### src/hdl/bpa_pkg.sv
package bpa_pkg;

	localparam int PAGE_DEPTH = 4096;
	localparam int PAGE_SHIFT = 12;
	localparam int WORD_BITS  = 64;
	localparam int MAP_WORDS  = PAGE_DEPTH / WORD_BITS;
	localparam int CHUNK      = 8;

	localparam int CNT_W   = 13;
	localparam int ADDR_W  = 48;
	localparam int PG_W    = 12;
	localparam int WA_W    = 6;
	localparam int BIT_W   = 6;
	localparam int CH_W    = 3;
	localparam int INFO_W  = 3;
	localparam int IDX_W   = ADDR_W - PAGE_SHIFT;
	localparam int DATA_W  = 64;
	localparam int PADDR_W = 5;
	localparam int FREED_W = 4;
	localparam int FLAG_W  = WORD_BITS * INFO_W;

	localparam logic [CNT_W-1:0] MAX_CNT = CNT_W'(PAGE_DEPTH);

	localparam logic [INFO_W-1:0] INFO_ALLOC  = 3'b001;
	localparam logic [INFO_W-1:0] INFO_KERNEL = 3'b010;
	localparam logic [INFO_W-1:0] INFO_ZERO   = 3'b100;

	localparam logic [1:0] REG_TOTAL    = 2'd0;
	localparam logic [1:0] REG_RESERVED = 2'd1;
	localparam logic [1:0] REG_BASE     = 2'd2;

	localparam logic [CNT_W-1:0] RST_TOTAL    = 13'd4096;
	localparam logic [CNT_W-1:0] RST_RESERVED = 13'd64;

	typedef enum logic [1:0] {
		OP_ALLOC = 2'd0,
		OP_FREE  = 2'd1,
		OP_QUERY = 2'd2,
		OP_INIT  = 2'd3
	} op_t;

	typedef enum logic [1:0] {
		ST_OK           = 2'd0,
		ST_NO_RANGE     = 2'd1,
		ST_ALREADY_FREE = 2'd2,
		ST_BAD_ARG      = 2'd3
	} status_t;

	typedef struct packed {
		logic [CNT_W-1:0]  total;
		logic [CNT_W-1:0]  reserved;
		logic [ADDR_W-1:0] base;
	} cfg_t;

	typedef enum logic [3:0] {
		DP_IDLE    = 4'd0,
		DP_ACCEPT  = 4'd1,
		DP_READ    = 4'd2,
		DP_SCAN    = 4'd3,
		DP_MARK_WR = 4'd4,
		DP_FREE    = 4'd5,
		DP_WB      = 4'd6,
		DP_QUERY   = 4'd7,
		DP_INIT_WR = 4'd8,
		DP_FINISH  = 4'd9
	} dp_cmd_t;

	typedef struct packed {
		op_t  op;
		logic imm;
		logic scan_found;
		logic scan_end;
		logic word_end;
		logic mark_last;
		logic free_stop;
		logic free_done;
		logic init_last;
		logic out_free;
	} dp_stat_t;

endpackage

### src/hdl/bpa_regs.sv
module bpa_regs
	import bpa_pkg::*;
(
	input  logic               clk,
	input  logic               arst_n,
	input  logic               psel,
	input  logic               penable,
	input  logic               pwrite,
	input  logic [PADDR_W-1:0] paddr,
	input  logic [DATA_W-1:0]  pwdata,
	output logic [DATA_W-1:0]  prdata,
	output logic               pready,
	output cfg_t               cfg
);

	cfg_t       cfg_q;
	logic [1:0] sel;
	logic       wr;

	assign sel    = paddr[PADDR_W-1:3];
	assign wr     = psel & penable & pwrite;
	assign pready = 1'b1;
	assign cfg    = cfg_q;

	always_ff @(posedge clk or negedge arst_n) begin
		if (!arst_n) begin
			cfg_q.total    <= RST_TOTAL;
			cfg_q.reserved <= RST_RESERVED;
			cfg_q.base     <= '0;
		end else if (wr) begin
			unique case (sel)
				REG_TOTAL:    cfg_q.total    <= pwdata[CNT_W-1:0];
				REG_RESERVED: cfg_q.reserved <= pwdata[CNT_W-1:0];
				REG_BASE:     cfg_q.base     <= pwdata[ADDR_W-1:0];
				default: ;
			endcase
		end
	end

	always_comb begin
		unique case (sel)
			REG_TOTAL:    prdata = DATA_W'(cfg_q.total);
			REG_RESERVED: prdata = DATA_W'(cfg_q.reserved);
			REG_BASE:     prdata = DATA_W'(cfg_q.base);
			default:      prdata = '0;
		endcase
	end

endmodule

### config.mk
export PLATFORM = sky130hd
export DESIGN_NAME = bpa_regs
export DESIGN_NICKNAME = d
export VERILOG_FILES = /design/src/hdl/bpa_pkg.sv /design/src/hdl/bpa_regs.sv
export SDC_FILE = /design/constraint.sdc
export NUM_CORES = 1
export LEC_CHECK = 0
export ABC_AREA = 1
export BUFFER_PORTS_ARGS = -buffer_cell sky130_fd_sc_hd__buf_2
export CELL_PAD_IN_SITES_DETAIL_PLACEMENT = 1
export CELL_PAD_IN_SITES_GLOBAL_PLACEMENT = 1
export CORE_ASPECT_RATIO = 1.25
export CORE_UTILIZATION = 32
export CTS_BUF_LIST = sky130_fd_sc_hd__clkbuf_8
export DETAILED_ROUTE_END_ITERATION = 6
export GPL_TIMING_DRIVEN = 0
export PLACE_DENSITY = 0.89
export SLEW_MARGIN = 10
export SYNTH_ARGS = -nofsm -noshare
export SYNTH_HDL_FRONTEND = slang
export SYNTH_SLANG_ARGS = --single-unit
### constraint.sdc
create_clock -name clk -period 1.1 [get_ports clk]
set_input_delay 0.11 -clock clk [delete_from_list [all_inputs] [get_ports clk]]
set_output_delay 0.11 -clock clk [all_outputs]
set_load 0.01 [all_outputs]
# Yosys cells after proc, flatten, opt, wreduce, memory -nomap -nowiden
# Index checks and enable logic that the tools add are counted.
word_totals:
  register_bits: 74
  out_inout_bits: 139
  input_bits: 74
  word_cells: 12
classes:
  reduce_logical: 4
  eq_ne: 2
  muxes: 1
  bitwise_logic: 2
ops:
  columns: ["operator", "count"]
  rows:
  - ["48-bit one-hot mux with 3 select lines", 1]
  - ["2-bit AND reduction", 3]
  - ["1-bit bitwise AND", 2]
  - ["2-bit by 1-bit == test with 1-bit output, second input constant", 1]
  - ["2-bit == test, second input constant", 1]
  - ["2-bit logical NOT", 1]

# Logic depth before layout (Yosys ltp)
# Gate-level depths: netlist (run 1).
depth:
  ltp_word: 3
  ltp_mapped: 8
  mapped_depth_nobuf: 6

# Worst setup path after synthesis (run 1)
# No wires, ideal clock.
synth_path:
  kind: "input to register"
  from: "in paddr[3]"
  to: "reg cfg_q, in the netlist cfg[27]"
  t_required_ns: 0.983
  arrival_time_ns: 0.746
  path_stages: 8
  setup_time_ns: 0.117
  n_path_buf: 2
  path_slack_ns: 0.237
  path_cell_list: "inv_2 nand2_4 inv_2 nand2_1 buf_6 buf_6 nand2_1 nand2_1"
synth_via:
  elab_chain_cells: 2
synth_rtl:
  columns: ["element", "line", "text"]
  rows:
  - ["from (decl)", "bpa_regs.sv:9", "input logic [PADDR_W-1:0] paddr,"]
  - ["2-bit == test", "bpa_regs.sv:31", "unique case (sel)"]
  - ["2-bit AND reduction (no source line)", null, null]
  - ["to (decl)", "bpa_regs.sv:16", "cfg_t cfg_q;"]
# Every way passes these cells.
# A chain may end at the register's enable or synchronous reset.

# Worst setup path after layout (run 1)
layout_path:
  from: "reg cfg_q, in the netlist cfg[73]"
  to: "out prdata[12]"
layout_via:
  elab_chain_cells: 1
layout_rtl:
  columns: ["element", "line", "text"]
  rows:
  - ["48-bit one-hot mux with 3 select lines", "bpa_regs.sv:41", "unique case (sel)"]
  - ["to (decl)", "bpa_regs.sv:11", "output logic [DATA_W-1:0] prdata,"]
# Every way passes these cells.

==> flow_summary.yaml, run 1 <==
synth:
  async_flop_share: 1.00
  synth_top_area_frac: 0.514
  synth_common_cells: "267 x nand2_1, 72 x dfrtp_1, 39 x nor2_1"
  ys.flop_type: "dfrtp_1"
  synth_top_area_cell: "dfrtp_1"
  ys_types: 14
  ys_warn_count: 0
  syn_area_per_cell_um2: 7.38
  synth-edff-count: 0
  synth_cells: 475
  synth_area_um2: 3510
  ys_seq_elements: 74
  synthTopCellsByArea: "dfrtp_1 51%, nand2_1 29%, nor2_1 4.2%"
  synth.most_common_cell: "nand2_1"
  seq_area_frac_synth: 0.529
final_layout:
  nFillCells: 1310
  nets: 877
  drive_gt1_frac: 0.433
  register_area_um2: 1850
  multi_input_area_um2: 1390
  stdcell_count: 941
  syn2layout_area_growth_pct: 80.5
  largest_reg_flops: 74
global_routing:
  grt_max_degree: 46
  grt_overflow: 0
  grt_pass1_vias: 4692
  grt.total_usage: 0.285
  grt_pass1_wl_um: 24200
  antenna_found_initial: 1
sta:
  fin_crit_ns: 1.35
  fin_skew_ns: 0
  finalSetupViolCount: 75
  whs_ns: 0.0313
  fmax_mhz: 743
  rsz0062_at_grt: "yes"
  period_share: 1.22
  layout_setup_ws_ns: -0.246
  hold_violations: 0
  slew_violations: 0
worst_setup_path:
  worstPathCellList: "nand2_2 -> nand3_2 -> buf_6"
  critPathCaptureType: "output pin"
  path_class: "flip-flop to output pin"
  critPathMaxStageDelay_ns: 0.59
  arrival_ns: 1.24
  reg2reg_depth: 4
  critPathRequiredTime_ns: 0.99
  crit_slowest_cell: "dfstp_2"
  critPathMaxFanout: 3
  critPathLaunchType: "flip-flop"
status:
  status: "finished, violations left"
  violations: "negative setup slack"
clock_network:
  cts-root-buf: "clkbuf_8"
  tritoncts_num_sinks: 74
  clockBufferDepth: 2
  path_clk_slew_ns: 0.08
  cts_tree: "done"
  cts_buffers: 9
  cts_htree_levels: 3
  clk_latency_ns: 0.34
power:
  peakVddDrop_mv: 1.05
  p_sw_mw: 3.58
  intPower_mw: 6.68
  p_per_area_nw_per_um2: 1620
  combPwrFrac: 0.397
  swShare: 0.349
  p_leak_nw: 3.74
  p_clk_frac: 0.230
  pwr-share-seq: 0.373
detailed_routing:
  drtAntennaViolNets: 0
  wl_um: 18700
  drtIter0Drc: 170
  viasPerCell: 4.81
  drc: 0
  avgRoutedWirePerCell_um: 19.9
  drtPass1Iterations: 4
  vias: 4530
floorplanning:
  die_h_um: 119
  die_x_um: 95.6
  num_rows: 42
  initial_core_util: 0.330
  coreArea_um2: 10600
  io_pins: 213
  dieArea_um2: 11400
job:
  drv_cap: 0
hold_path:
  hold_class: "input port to flip-flop"
  holdPathStages: 3
place:
  place.gp.congestion: 0.758
  dpl.cell_count: 799
  port_buffers: 176
  dpl.hpwl_um: 9080
## layout by cell type, fill, tap and decap left out, drive strengths merged
cell         synthesis  final
buf                 34    289
bufinv               0      1
clkbuf               3     15
clkinvlp             0      2
conb                 2     17
dfrtp               72     72
dfstp                2      2
diode                0      1
dlygate4sd3          0     48
inv                 40     40
nand2              268    268
nand3               14     14
nor2                40     40
## worst max-delay path: cells and delay by family, from the launching register on
kind / cells / cell delay [ns]
buf+inv: 1 / 0.11
flops: 1 / 0.59
simple gates: 2 / 0.20
## stage by stage
stage	instance area, um2	TNS [ns]	setup slack (ns)	utilization	total power [mW]
floorplan	3560	0	0.237	-	4.84
global placement	4610	-52.19	-0.542	0.434	5.91
detailed placement	4640	-17.10	-0.287	0.437	6.05
CTS	5790	-1.62	-0.186	0.545	9.15
global route	6330	-7.88	-0.289	0.596	10.7
finish	6330	-3.87	-0.246	0.596	10.3
## logic make-up (layout without fill, tap and decap cells)
family | after synthesis | in the layout | synth area share
DFF | 74 | 74 | 0.529
other | 2 | 18 | 0.00214
buffers and inverters | 77 | 395 | 0.116
and+or+nand+nor | 322 | 322 | 0.353
## power groups by stage
stage / registers [mW] / logic (mW) / clock network, mW
floorplan: 3.99 / 0.846 / 0
global placement: 3.77 / 2.13 / 0
detailed placement: 3.80 / 2.24 / 0
CTS: 3.71 / 3.07 / 2.37
global route: 3.87 / 4.37 / 2.51
finish: 3.83 / 4.07 / 2.36
## per-layer routing
layer  wire (um)  global-route usage  vias up
met5           0                   0        -
met3        1160              0.0664       70
met2       10200               0.532      218
met1        6540               0.294     2230
li1            -                   -     2012
met4         879               0.121        0
## what timing repair did
| item | in CTS | in global routing |
|---|---|---|
| endpoints found under the setup margin | 49 | 71 |
| hold endpoints to repair | 88 | 0 |
| buffers inserted | 37 | 40 |
| resized for setup | 38 | 72 |
| pin swaps | 56 | 30 |
| hold buffers | 48 | 0 |
## path summary, 6_finish.rpt
path                             from         end  slack [ns]
setup / recovery              cfg[73]  prdata[12]       -0.25
hold / removal             pwdata[11]     cfg[11]        0.03
setup reg to reg              cfg[24]     cfg[24]        0.09
hold reg to reg               cfg[51]     cfg[51]        0.50
max in group asynchronous      arst_n     cfg[54]        0.20
min in group asynchronous      arst_n     cfg[18]        0.27
## area by class of cell
type,count,area share
antenna,1,0.000395
clock buffer,13,0.0283
multi-input combinational,339,0.220
clock inverter,3,0.00712
tap,132,0.0261
sequential,74,0.293
buffer,37,0.0449
inverter,40,0.0245
timing repair buffer,302,0.356
Power figures use the tool's default switching activity.
==> inputs of run 2 (changes only) <==
ABC_AREA = not set   (was 1)
CORE_UTILIZATION = 35   (was 32)
==> flow_summary.yaml, run 2 <==
status:
  status: "finished, violations left"
  violations: "negative setup slack"
detailed_routing:
  drtAntennaViolNets: 0
  avgRoutedWirePerCell_um: 17.9
  wl_met1_um: 4310
  routed.top_layer: "met4"
  drc: 0
  vias: 3008
  drtIter0Drc: 66
  drtPass1Iterations: 4
  wl_met2_um: 6570
  viasPerCell: 4.61
  met3WireLength_um: 538
  wl_um: 11700
sta:
  worst_pin_slew_ns: 0.516
  hold_violations: 0
  fmax_mhz: 742
  period_share: 1.23
  finalSetupViolCount: 53
  slew_headroom: 0.656
  fin_skew_ns: 0
  layout_setup_ws_ns: -0.248
  slew_violations: 0
  fin_crit_ns: 1.35
  whs_ns: 0.0195
  rsz0062_at_grt: "yes"
worst_setup_path:
  path_buf_inv: 4
  crit_slowest_cell: "buf_2"
  path_class: "input port to output pin"
  critPathLaunchType: "input port"
  worstPathCellList: "buf_2 -> nor2b_4 -> clkbuf_8 -> buf_4 -> nand2_1 -> o21ai_1 -> buf_2"
  critPathCaptureType: "output pin"
  critPathMaxFanout: 10
  reg2reg_depth: 3
  crit_top_cell: "buf_2"
  reg2reg_slack_ns: 0.06
  critPathRequiredTime_ns: 0.99
  reg2reg_from: "cfg[32]"
  critPathMaxStageDelay_ns: 0.20
  rr_endpoint: "cfg[32]"
  arrival_ns: 1.24
  critical-path-top-delay-family: "buffers and inverters"
synth:
  ys.flop_type: "dfrtp_1"
  synth_top_area_frac: 0.522
  synth_cells: 262
  ys_seq_elements: 74
  synth_xor_area_frac: 0
  synth_common_cells: "72 x dfrtp_1, 64 x mux2_2, 35 x and2_1"
  muxShareOfSynthArea: 0.290
  synth_top_area_cell: "dfrtp_1"
  synth.most_common_cell: "dfrtp_1"
  ys_warn_count: 0
  seq_area_frac_synth: 0.537
  synthTopCellsByArea: "dfrtp_1 52%, mux2_2 21%, and2_1 6.3%"
  ys_types: 18
  synth_top_family_by_area: "multiplexers"
  syn_area_per_cell_um2: 13.2
  synth_area_um2: 3450
  synthAdderAreaFrac: 0
  synth-compound-area-share: 0.0189
  synth-edff-count: 0
  async_flop_share: 1.00
  yosys.area_share.simple: 0.0885
floorplanning:
  dieArea_um2: 10300
  die_h_um: 113
  num_rows: 40
  io_pins: 213
  die_x_um: 90.8
  initial_core_util: 0.359
  coreArea_um2: 9610
power:
  peakVddDrop_mv: 1.04
  p_per_area_nw_per_um2: 1730
  p_leak_nw: 2.99
hold_path:
  hp-start: "pwdata[7]"
  holdPathStages: 2
  hold_class: "input port to flip-flop"
  holdPathEnd: "cfg[55]"
global_routing:
  grt_max_degree: 39
  antenna_found_initial: 0
  grt_pass1_vias: 3359
  grt.total_usage: 0.227
  grt_overflow: 0
  grt_pass1_wl_um: 17800
final_layout:
  multi_input_area_um2: 1550
  largest_reg_flops: 74
  final_common_cell: "buf_2"
  nets: 595
  drive_gt1_frac: 0.629
  nFillCells: 1037
  syn2layout_area_growth_pct: 64.6
  register_area_um2: 1850
  diodes: 0
  layout_common_cells: "158 x buf_2, 72 x dfrtp_1, 45 x mux2_2"
clock_network:
  path_clk_slew_ns: 0.09
  clk_latency_ns: 0.34
  clockBufferDepth: 2
  cts_buffers: 9
  cts_htree_levels: 3
  cts_tree: "done"
  cts-root-buf: "clkbuf_8"
  tritoncts_num_sinks: 74
place:
  dpl.hpwl_um: 7700
  port_buffers: 175
  place.gp.congestion: 0.745
  post-place-ws_ns: -0.558
job:
  drv_cap: 0
run 2: layout make-up:
cell class	instances	share of cell area
Buffer	33	0.0522
Clock buffer	9	0.0218
Clock inverter	7	0.0218
Multi-Input combinational cell	170	0.273
Sequential cell	74	0.326
Tap cell	126	0.0277
Timing Repair Buffer	233	0.277
run 2: power by group:
part | internal [mW] | switching, mW
clock network | 1.53 | 1.10
logic | 1.91 | 1.41
registers | 3.37 | 0.518
total | 6.81 | 3.02
run 2: cell families after synthesis:
group                  count (synthesis)
buffers and inverters                 33
and+or+nand+nor                       53
muxes                                 87
AOI/OAI and AO/OA                     13
other                                  2
DFF                                   74
run 2: how the worst max path moves through the flow:
stage               startpoint         end  slack, ns  cells after the start
detailed placement    paddr[4]   prdata[2]      -0.56                      7
finish                paddr[4]   prdata[1]      -0.25                      7
global route           cfg[73]  prdata[12]      -0.34                      3
CTS                    cfg[73]  prdata[12]      -0.27                      3
floorplan             paddr[3]     cfg[50]      -0.14                      5
global placement      paddr[4]  prdata[10]      -0.52                      7
run 2: through the flow:
| stage | util | setup TNS (ns) | total power, mW | area [um2] | std cells |
|---|---|---|---|---|---|
| after floorplan | - | -3.24 | 5.27 | 3650 | 277 |
| after global placement | 0.488 | -69.38 | 6.41 | 4690 | 578 |
| after detailed placement | 0.490 | -35.80 | 6.60 | 4710 | 579 |
| after CTS | 0.572 | -5.83 | 9.62 | 5490 | 643 |
| after global routing | 0.591 | -8.37 | 10.3 | 5680 | 652 |
| final | 0.591 | -5.12 | 9.83 | 5680 | 652 |
run 2: repair_timing:
item,in CTS,in global routing
hold buffers,36,0
resized for setup,24,28
hold endpoints to repair,72,0
buffers inserted,12,10
setup endpoints to repair,50,76
pin swaps,4,4
run 2: metal layers:
metal / track usage / vias up
li1: - / 1364
met2: 0.436 / 119
met3: 0.0437 / 21
met5: 0 / -
met4: 0.0878 / 0
met1: 0.244 / 1504
