$ cat config.mk
export PLATFORM = sky130hd
export DESIGN_NAME = bpa_ctrl
export DESIGN_NICKNAME = d
export VERILOG_FILES = /design/src/hdl/bpa_pkg.sv /design/src/hdl/bpa_ctrl.sv
export SDC_FILE = /design/constraint.sdc
export NUM_CORES = 1
export LEC_CHECK = 0
export BUFFER_PORTS_ARGS = -buffer_cell sky130_fd_sc_hd__clkbuf_2
export CORE_ASPECT_RATIO = 2
export CORE_MARGIN = 10
export CORE_UTILIZATION = 30
export DETAILED_ROUTE_END_ITERATION = 12
export HOLD_SLACK_MARGIN = 0.03
export PLACE_DENSITY = 0.49
export SKIP_LAST_GASP = 1
export SLEW_MARGIN = 15
export SYNTH_ARGS = -nofsm -noshare
export SYNTH_HDL_FRONTEND = slang
export SYNTH_SLANG_ARGS = --single-unit
$ cat constraint.sdc
create_clock -name clk -period 2.3 [get_ports clk]
set_input_delay 0.46 -clock clk [delete_from_list [all_inputs] [get_ports clk]]
set_output_delay 0.46 -clock clk [all_outputs]
set_load 0.01 [all_outputs]
$ cat src/hdl/bpa_pkg.sv
package bpa_pkg;

	localparam int PAGE_DEPTH = 4096;
	localparam int PAGE_SHIFT = 12;
	localparam int WORD_BITS  = 64;
	localparam int MAP_WORDS  = PAGE_DEPTH / WORD_BITS;
	localparam int CHUNK      = 8;

	localparam int CNT_W   = 13;
	localparam int ADDR_W  = 48;
	localparam int PG_W    = 12;
	localparam int WA_W    = 6;
	localparam int BIT_W   = 6;
	localparam int CH_W    = 3;
	localparam int INFO_W  = 3;
	localparam int IDX_W   = ADDR_W - PAGE_SHIFT;
	localparam int DATA_W  = 64;
	localparam int PADDR_W = 5;
	localparam int FREED_W = 4;
	localparam int FLAG_W  = WORD_BITS * INFO_W;

	localparam logic [CNT_W-1:0] MAX_CNT = CNT_W'(PAGE_DEPTH);

	localparam logic [INFO_W-1:0] INFO_ALLOC  = 3'b001;
	localparam logic [INFO_W-1:0] INFO_KERNEL = 3'b010;
	localparam logic [INFO_W-1:0] INFO_ZERO   = 3'b100;

	localparam logic [1:0] REG_TOTAL    = 2'd0;
	localparam logic [1:0] REG_RESERVED = 2'd1;
	localparam logic [1:0] REG_BASE     = 2'd2;

	localparam logic [CNT_W-1:0] RST_TOTAL    = 13'd4096;
	localparam logic [CNT_W-1:0] RST_RESERVED = 13'd64;

	typedef enum logic [1:0] {
		OP_ALLOC = 2'd0,
		OP_FREE  = 2'd1,
		OP_QUERY = 2'd2,
		OP_INIT  = 2'd3
	} op_t;

	typedef enum logic [1:0] {
		ST_OK           = 2'd0,
		ST_NO_RANGE     = 2'd1,
		ST_ALREADY_FREE = 2'd2,
		ST_BAD_ARG      = 2'd3
	} status_t;

	typedef struct packed {
		logic [CNT_W-1:0]  total;
		logic [CNT_W-1:0]  reserved;
		logic [ADDR_W-1:0] base;
	} cfg_t;

	typedef enum logic [3:0] {
		DP_IDLE    = 4'd0,
		DP_ACCEPT  = 4'd1,
		DP_READ    = 4'd2,
		DP_SCAN    = 4'd3,
		DP_MARK_WR = 4'd4,
		DP_FREE    = 4'd5,
		DP_WB      = 4'd6,
		DP_QUERY   = 4'd7,
		DP_INIT_WR = 4'd8,
		DP_FINISH  = 4'd9
	} dp_cmd_t;

	typedef struct packed {
		op_t  op;
		logic imm;
		logic scan_found;
		logic scan_end;
		logic word_end;
		logic mark_last;
		logic free_stop;
		logic free_done;
		logic init_last;
		logic out_free;
	} dp_stat_t;

endpackage

$ cat src/hdl/bpa_ctrl.sv
module bpa_ctrl
	import bpa_pkg::*;
(
	input  logic     clk,
	input  logic     arst_n,
	input  logic     in_valid,
	output logic     in_ready,
	input  dp_stat_t stat,
	output dp_cmd_t  cmd
);

	typedef enum logic [10:0] {
		S_IDLE    = 11'b000_0000_0001,
		S_DECODE  = 11'b000_0000_0010,
		S_READ    = 11'b000_0000_0100,
		S_SCAN    = 11'b000_0000_1000,
		S_MARK_RD = 11'b000_0001_0000,
		S_MARK_WR = 11'b000_0010_0000,
		S_FREE    = 11'b000_0100_0000,
		S_WB      = 11'b000_1000_0000,
		S_QUERY   = 11'b001_0000_0000,
		S_INIT    = 11'b010_0000_0000,
		S_FIN     = 11'b100_0000_0000
	} state_t;

	state_t state_q, state_d;

	assign in_ready = (state_q == S_IDLE);

	always_ff @(posedge clk or negedge arst_n) begin
		if (!arst_n) begin
			state_q <= S_IDLE;
		end else begin
			state_q <= state_d;
		end
	end

	always_comb begin
		state_d = state_q;
		cmd     = DP_IDLE;
		unique case (state_q)
			S_IDLE: begin
				if (in_valid) begin
					cmd     = DP_ACCEPT;
					state_d = S_DECODE;
				end
			end
			S_DECODE: begin
				if (stat.imm) begin
					state_d = S_FIN;
				end else if (stat.op == OP_INIT) begin
					state_d = S_INIT;
				end else begin
					state_d = S_READ;
				end
			end
			S_READ: begin
				cmd = DP_READ;
				unique case (stat.op)
					OP_ALLOC: state_d = S_SCAN;
					OP_FREE:  state_d = S_FREE;
					OP_QUERY: state_d = S_QUERY;
					OP_INIT:  state_d = S_FIN;
					default:  state_d = S_FIN;
				endcase
			end
			S_SCAN: begin
				cmd = DP_SCAN;
				priority if (stat.scan_found) begin
					state_d = S_MARK_RD;
				end else if (stat.scan_end) begin
					state_d = S_FIN;
				end else if (stat.word_end) begin
					state_d = S_READ;
				end else begin
					state_d = S_SCAN;
				end
			end
			S_MARK_RD: begin
				cmd     = DP_READ;
				state_d = S_MARK_WR;
			end
			S_MARK_WR: begin
				cmd     = DP_MARK_WR;
				state_d = stat.mark_last ? S_FIN : S_MARK_RD;
			end
			S_FREE: begin
				cmd = DP_FREE;
				if (stat.free_stop || stat.word_end) begin
					state_d = S_WB;
				end
			end
			S_WB: begin
				cmd     = DP_WB;
				state_d = stat.free_done ? S_FIN : S_READ;
			end
			S_QUERY: begin
				cmd     = DP_QUERY;
				state_d = S_FIN;
			end
			S_INIT: begin
				cmd = DP_INIT_WR;
				if (stat.init_last) begin
					state_d = S_FIN;
				end
			end
			S_FIN: begin
				if (stat.out_free) begin
					cmd     = DP_FINISH;
					state_d = S_IDLE;
				end
			end
			default: state_d = S_IDLE;
		endcase
	end

endmodule

After elaboration in Yosys (flattened, before gate mapping)
Index checks and enable logic that the tools add are counted.

cells by class
  reduce and logical (&&, ||, !) cells = 4
  multiplexer cells = 16
  equality and inequality tests = 18

operators with widths
  kind                  count
  $pmux 11 s11          1
  $mux 11               9
  $pmux 11 s4           1
  $pmux 4 s9            1
  $eq 11x1->1 const B   1
  $eq 11x10->1 const B  1
  $eq 11x11->1 const B  1
  $eq 11x2->1 const B   1
  $eq 11x3->1 const B   1
  $eq 11x4->1 const B   1
  $eq 11x5->1 const B   1
  $eq 11x6->1 const B   1
  $eq 11x7->1 const B   1
  $eq 11x8->1 const B   1
  $eq 11x9->1 const B   1
  $mux 10               1
  $mux 4                2
  $ne 2x2->1 const B    4
  $eq 2x2->1 const B    2
  $reduce_and 4->1      1
  $eq 2x1->1 const B    1
  $logic_not 2->1       1
  $reduce_or 2->1       1
  $logic_or 1x1->1      1
  $mux 1                1

storage, ports and cells
  register bits after elaboration = 11
  logic and storage cells = 39
  input bits = 14

Logic depth before layout (Yosys ltp)
Gate-level depths: netlist of run 1.

  depth after elaboration = 4
  mapped depth = 7
  mapped depth without buffers = 5

Worst setup path after synthesis of run 1
Ideal clock, no wire load.

  path type = reg-to-output
  start = reg state_q[7]
  end = out cmd[0]
  buffers on the path = 2
  stages on the path, launching flop included = 7
  slack = 0.137 ns
  arrival = 1.703 ns
  cell sequence = dfrtp_1 buf_6 or4_4 buf_6 nor2_1 a31oi_1 o311ai_1

between the ends
  word-level cells in the longest chain between the ends = 3
  elaborated cells between the ends (all ways) = 12
  those cells by class = eq/ne (10); mux (1); reduce/logical (1)

ends and longest elaborated chain
  item                                        line            RTL
  from (decl)                                 bpa_ctrl.sv:26  state_t state_q, state_d;
  from (signal assigned)                      bpa_ctrl.sv:34  state_q <= state_d;
  $eq 11x3->1 or $eq 11x5->1 (tied branches)  bpa_ctrl.sv:41  unique case (state_q)
  $reduce_or 2->1 (no line)                   -
  $pmux 4 s9 *                                bpa_ctrl.sv:41
  to (decl)                                   bpa_ctrl.sv:9   output dp_cmd_t cmd

Mark *: on every way between the ends. The rest lies on a longest branch, timed or not.

Worst setup path in the final report of run 1
  start = reg state_q[7]
  end = out cmd[2]

Same word-level chain as after synthesis.

==> flow_summary.json, run 1 <==
{
  "worst_hold_slack_ns": 0.106,
  "antenna_cells": 0,
  "yosysSeqAreaShare": 0.264,
  "crit_path_end_kind": "output pin",
  "cellPowerDensity_mw_per_mm2": 789,
  "total_power_w": 0.000982,
  "design.portCount": 19,
  "skew_ns": 0.00357,
  "largest_register_ffs": 11,
  "drt-pass1-iter-count": 4,
  "syn_area_per_cell_um2": 9.02,
  "max-cap-violations": 0,
  "met3_length_um": 180,
  "synth-warning-count": 0,
  "hold_class": "primary input to asynchronous set/reset pin",
  "cts_made_buffers": 3,
  "num_vias": 1056,
  "cts.path.max_buffers": 2,
  "violations": "setup timing",
  "drive_above_1_share": 0.385,
  "synth_nets": 130,
  "power.internal_w": 0.000587,
  "areaGrowthSynthToFinish_pct": 19.0,
  "fp.dieH_um": 104,
  "critical_path_arrival_ns": 1.86,
  "gr-total-overflow": 0,
  "critical_path_class": "register to output pin",
  "finalHoldViolCount": 0,
  "grt_max_degree": 12,
  "die_w_um": 61.8,
  "reg2reg_slack_ns": 0.27,
  "cts_num_sinks": 11,
  "antenna_found_initial": 0,
  "ir_worst_vdd_v": 0.000490,
  "finalMaxSlewViolations": 0,
  "start_util": 0.310,
  "track_usage": 0.112,
  "wl_met1_um": 1170,
  "p_seq_frac": 0.249,
  "final_common_cell": "buf_4",
  "insertion_delay_ns": 0.24,
  "p_leak_nw": 0.556,
  "timing.fmax_mhz": 431,
  "async_flop_share": 1.00,
  "utilization": 0.369,
  "cts_max_level": 1,
  "yosys.area.top_type_share": 0.239,
  "yosysTopAreaCell": "dfrtp_1",
  "worst_pin_slew_ns": 0.457,
  "worst-path-max-fanout": 8,
  "wl_met2_um": 1890,
  "cts_tree": "yes",
  "layout_setup_ws_ns": -0.0202,
  "p_switching_w": 0.000395,
  "fp-row-count": 30,
  "syn_area_mm2": 0.00105,
  "worstPathRequired_ns": 1.84,
  "synthDistinctLibCells": 51,
  "p_sw_frac": 0.402,
  "drt_iter0_markers": 33,
  "wl_per_cell_um": 19.3,
  "place.gp.congestion": 0.886,
  "port_buffers": 18,
  "period_needed_ns": 2.32,
  "final_cell_mix": "buf_4, clkbuf_2, dfrtp_1",
  "cts_root_buf": "clkbuf_8",
  "ys.flop_type": "dfrtp_1",
  "grt_pass1_vias": 1106,
  "reg2regPathDepth": 6,
  "rsz0062_at_grt": "true",
  "synth_area_leaders": "dfrtp_1, buf_6, clkbuf_8, nand4_1, nor2_1",
  "regMostFlops": "state_q",
  "reg2reg_from": "state_q[4]",
  "core-area_mm2": 0.00338,
  "period_share": 1.01,
  "drc": 0,
  "clk_pin_slew_ns": 0.05,
  "top_layer": "met4",
  "r2r_end": "state_q[10]",
  "vias_per_cell": 6.03,
  "layout.nets": 158,
  "finalSetupViolations": 1,
  "die_area_mm2": 0.00639,
  "ys_seq_elements": 11,
  "finalWirelength_um": 3380,
  "reg_top3": "state_q: 11 flops",
  "dpl.hpwl_um": 2750,
  "outcome": "finished, violations left",
  "comb_power_share": 0.547,
  "synthCells": 116,
  "synth_edf_count": 0,
  "relSlewSlack": 0.691,
  "ant_nets": 0,
  "critPathLaunchType": "register",
  "p_clk_frac": 0.204,
  "grt_pass1_wl_um": 5400
}
==> cell usage after synthesis (all sizes together), types with 2 or more instances <==
library cell,n
dfrtp,10
nor2,10
buf,8
a21oi,6
nand4,6
nor3,6
nand2,5
nand2b,5
clkbuf,4
nand3b,4
nor4,4
o21ai,4
or4,4
inv,3
nor4b,3
and2,2
nand3,2
nand4b,2
nor3b,2
o31ai,2
or3,2
xnor2,2
xor2,2
==> power groups by stage <==
stage / logic [W] / registers, W / clock network, W
after floorplan: 0.000373 / 0.000235 / 0
after global placement: 0.000526 / 0.000246 / 0
after detailed placement: 0.000529 / 0.000246 / 0
after CTS: 0.000536 / 0.000243 / 0.000209
after global routing: 0.000585 / 0.000246 / 0.000214
final: 0.000537 / 0.000244 / 0.000200
==> what timing repair did <==
item	4_1_cts	5_1_grt
buffers inserted	1	1
resized for setup	4	3
hold buffers	0	0
setup endpoints to repair	3	4
pin swaps	1	0
==> worst max-delay path by stage <==
stage	startpoint	endpoint
floorplan	state_q[7]	cmd[0]
global placement	state_q[5]	cmd[0]
detailed placement	state_q[5]	cmd[0]
CTS	state_q[4]	cmd[0]
global route	state_q[6]	cmd[0]
finish	state_q[7]	cmd[2]
==> layer usage <==
metal,up-vias,GRT usage
met2,29,0.199
met1,516,0.102
li1,501,-
met4,0,0.0723
met3,10,0.0306
met5,-,0
==> worst max-delay path, stage by stage (launching register included) <==
cell and delay [ns]:
dfrtp_1 0.39, buf_4 0.13, buf_4 0.15, xnor2_1 0.12, or4_1 0.45, a21oi_4 0.21, clkbuf_2 0.16
==> layout make-up <==
cell class                 instances  area, µm²
fill                             362       2130
multi-input combinational         90        653
sequential                        11        278
timing repair buffer              35        218
clock buffer                       4       45.0
tap                               32       40.0
inverter                           3       11.3
==> cells by family (layout without fill, tap and decap cells) <==
family	Yosys count	count (layout)	synth area share
xor gates and xnor gates	4	4	0.0335
buffers and inverters	15	42	0.124
DFF	11	11	0.264
and+or+nand+nor	61	61	0.397
AOI/OAI and AO/OA	25	25	0.181
==> through the flow <==
step,area [µm²],worst slack [ns],cells,setup TNS [ns]
6_report,1240,-0.0202,175,-0.0202
3_3_place_gp,1170,0.176,169,0
4_1_cts,1240,-0.0258,174,-0.0258
2_1_floorplan,1050,0.137,116,0
3_5_place_dp,1170,0.174,169,0
5_1_grt,1240,-0.136,175,-0.248
No activity file was read; power rests on OpenSTA's default activity.
==> inputs of run 2 (changes only) <==
==> constraint.sdc (replaced) <==
create_clock -name clk -period 2.3 [get_ports clk]
set_input_delay 0.46 -clock clk [delete_from_list [all_inputs] [get_ports clk]]
set_output_delay 0.46 -clock clk [all_outputs]
set_load 0.005 [all_outputs]
==> run 2 against run 1 <==
The run still ends with setup timing left. Hold slack lost 0.011 ns. Wire length is essentially flat. Clock power is essentially flat. Critical path type unchanged. Largest cell class unchanged. Largest power group unchanged.
==> flow_summary.json, run 2 (synthesized netlist as in run 1, its figures left out) <==
{
  "insertion_delay_ns": 0.24,
  "die_w_um": 61.8,
  "clk_pin_slew_ns": 0.05,
  "num_vias": 1048,
  "place.gp.congestion": 0.892,
  "timing.fmax_mhz": 431,
  "gr-total-overflow": 0,
  "skew_ns": 0.000740,
  "p_leak_nw": 0.567,
  "grt_max_degree": 12,
  "drive_above_1_share": 0.400,
  "total_power_w": 0.000978,
  "finalHoldViolCount": 0,
  "track_usage": 0.110,
  "dp_cells": 169,
  "design.portCount": 19,
  "dp_slack_ns": 0.162,
  "fp-row-count": 30,
  "max-cap-violations": 0,
  "ir_worst_vdd_v": 0.000311,
  "violations": "setup timing",
  "outcome": "finished, violations left",
  "reg_top3": "state_q: 11 flops",
  "wl_per_cell_um": 19.1,
  "ant_nets": 0,
  "layout.nets": 160,
  "finalWirelength_um": 3380,
  "period_share": 1.01,
  "start_util": 0.310,
  "antenna_cells": 0,
  "critical_path_arrival_ns": 1.86,
  "cellPowerDensity_mw_per_mm2": 770,
  "critical_path_class": "register to output pin",
  "period_needed_ns": 2.32,
  "areaGrowthSynthToFinish_pct": 21.4,
  "port_buffers": 18,
  "vias_per_cell": 5.92,
  "regMostFlops": "state_q",
  "final_common_cell": "buf_4",
  "cts_num_sinks": 11,
  "grt_pass1_vias": 1059,
  "final_cell_mix": "buf_4, clkbuf_2, dfrtp_1",
  "finalSetupViolations": 2,
  "die_area_mm2": 0.00639,
  "critPathLaunchType": "register",
  "dpl.hpwl_um": 2740,
  "worst_pin_slew_ns": 0.383,
  "worstPathRequired_ns": 1.84,
  "cts_max_level": 1,
  "hold_class": "primary input to asynchronous set/reset pin",
  "relSlewSlack": 0.742,
  "crit_path_end_kind": "output pin",
  "rsz0062_at_grt": "true",
  "utilization": 0.376,
  "largest_register_ffs": 11,
  "grt_pass1_wl_um": 5320,
  "finalMaxSlewViolations": 0,
  "layout_setup_ws_ns": -0.0181,
  "cts.path.max_buffers": 2,
  "cts_root_buf": "clkbuf_8",
  "cts_made_buffers": 3,
  "postCtsHoldBufs": 0,
  "worst-path-max-fanout": 9,
  "drt-pass1-iter-count": 4,
  "core-area_mm2": 0.00338,
  "drc": 0,
  "final_cells": 177,
  "fp.dieH_um": 104,
  "cts_tree": "yes",
  "antenna_found_initial": 0,
  "drt_iter0_markers": 25
}
==> run 2: cell count changes in the layout (fill, tap and decap cells not counted) <==
cell	delta
buf_4	+2
a21oi_1	-1
a21oi_2	+1
dfrtp_1	+1
dfrtp_2	-1
nand2_1	-1
nand2_2	+1
nor2_2	-1
nor2_4	+1
==> run 2: final timing paths <==
check,endpoint,slack [ns],depth (start not counted),startpoint
min in group clk,state_q[9],0.43,2,stat[1]
worst max-delay path,cmd[2],-0.02,6,state_q[5]
worst max register to register,state_q[10],0.27,8,state_q[5]
max in group asynchronous,state_q[0],1.93,1,arst_n
worst min register to register,state_q[1],0.79,4,state_q[1]
worst min-delay path,state_q[4],0.09,1,arst_n
==> run 2: what timing repair did <==
item,CTS,global route
endpoints found under the setup margin,1,3
pin swaps,4,3
setup buffers,3,1
gates resized for setup,3,6
==> run 2: report_power, final <==
part,leakage [nW],switching (W),internal [W]
sequential,0.149,0.0000216,0.000223
clock,0.0228,0.0000750,0.000122
combinational,0.395,0.000294,0.000242
total,0.567,0.000391,0.000587
==> run 2: layer usage <==
layer	up-vias	track usage	routed length (µm)
li1	499	-	-
met1	494	0.106	1160
met2	45	0.183	1840
met3	10	0.0281	190
met4	0	0.0868	188
met5	-	0	0
==> run 2: final cells by class <==
cell class | instances | area, µm²
inverter | 3 | 11.3
fill | 351 | 2110
clock buffer | 4 | 45.0
sequential | 11 | 277
multi-input combinational | 90 | 664
tap | 32 | 40.0
timing repair buffer | 37 | 233
==> run 2: critical path, cell delays in order (launching register included) <==
cell and delay [ns]:
dfrtp_1 0.39, buf_4 0.14, buf_4 0.16, xnor2_1 0.13, or4_1 0.46, a21oi_4 0.20
clkbuf_2 0.14
==> run 2: stage by stage <==
| step | cell area (µm²) | hold slack (ns) | TNS, ns |
|---|---|---|---|
| floorplan | 1050 | 0.164 | 0 |
| global placement | 1170 | 0.364 | 0 |
| detailed placement | 1170 | 0.364 | 0 |
| CTS | 1250 | 0.109 | -0.137 |
| global route | 1270 | 0.118 | -0.314 |
| finish | 1270 | 0.0945 | -0.0315 |
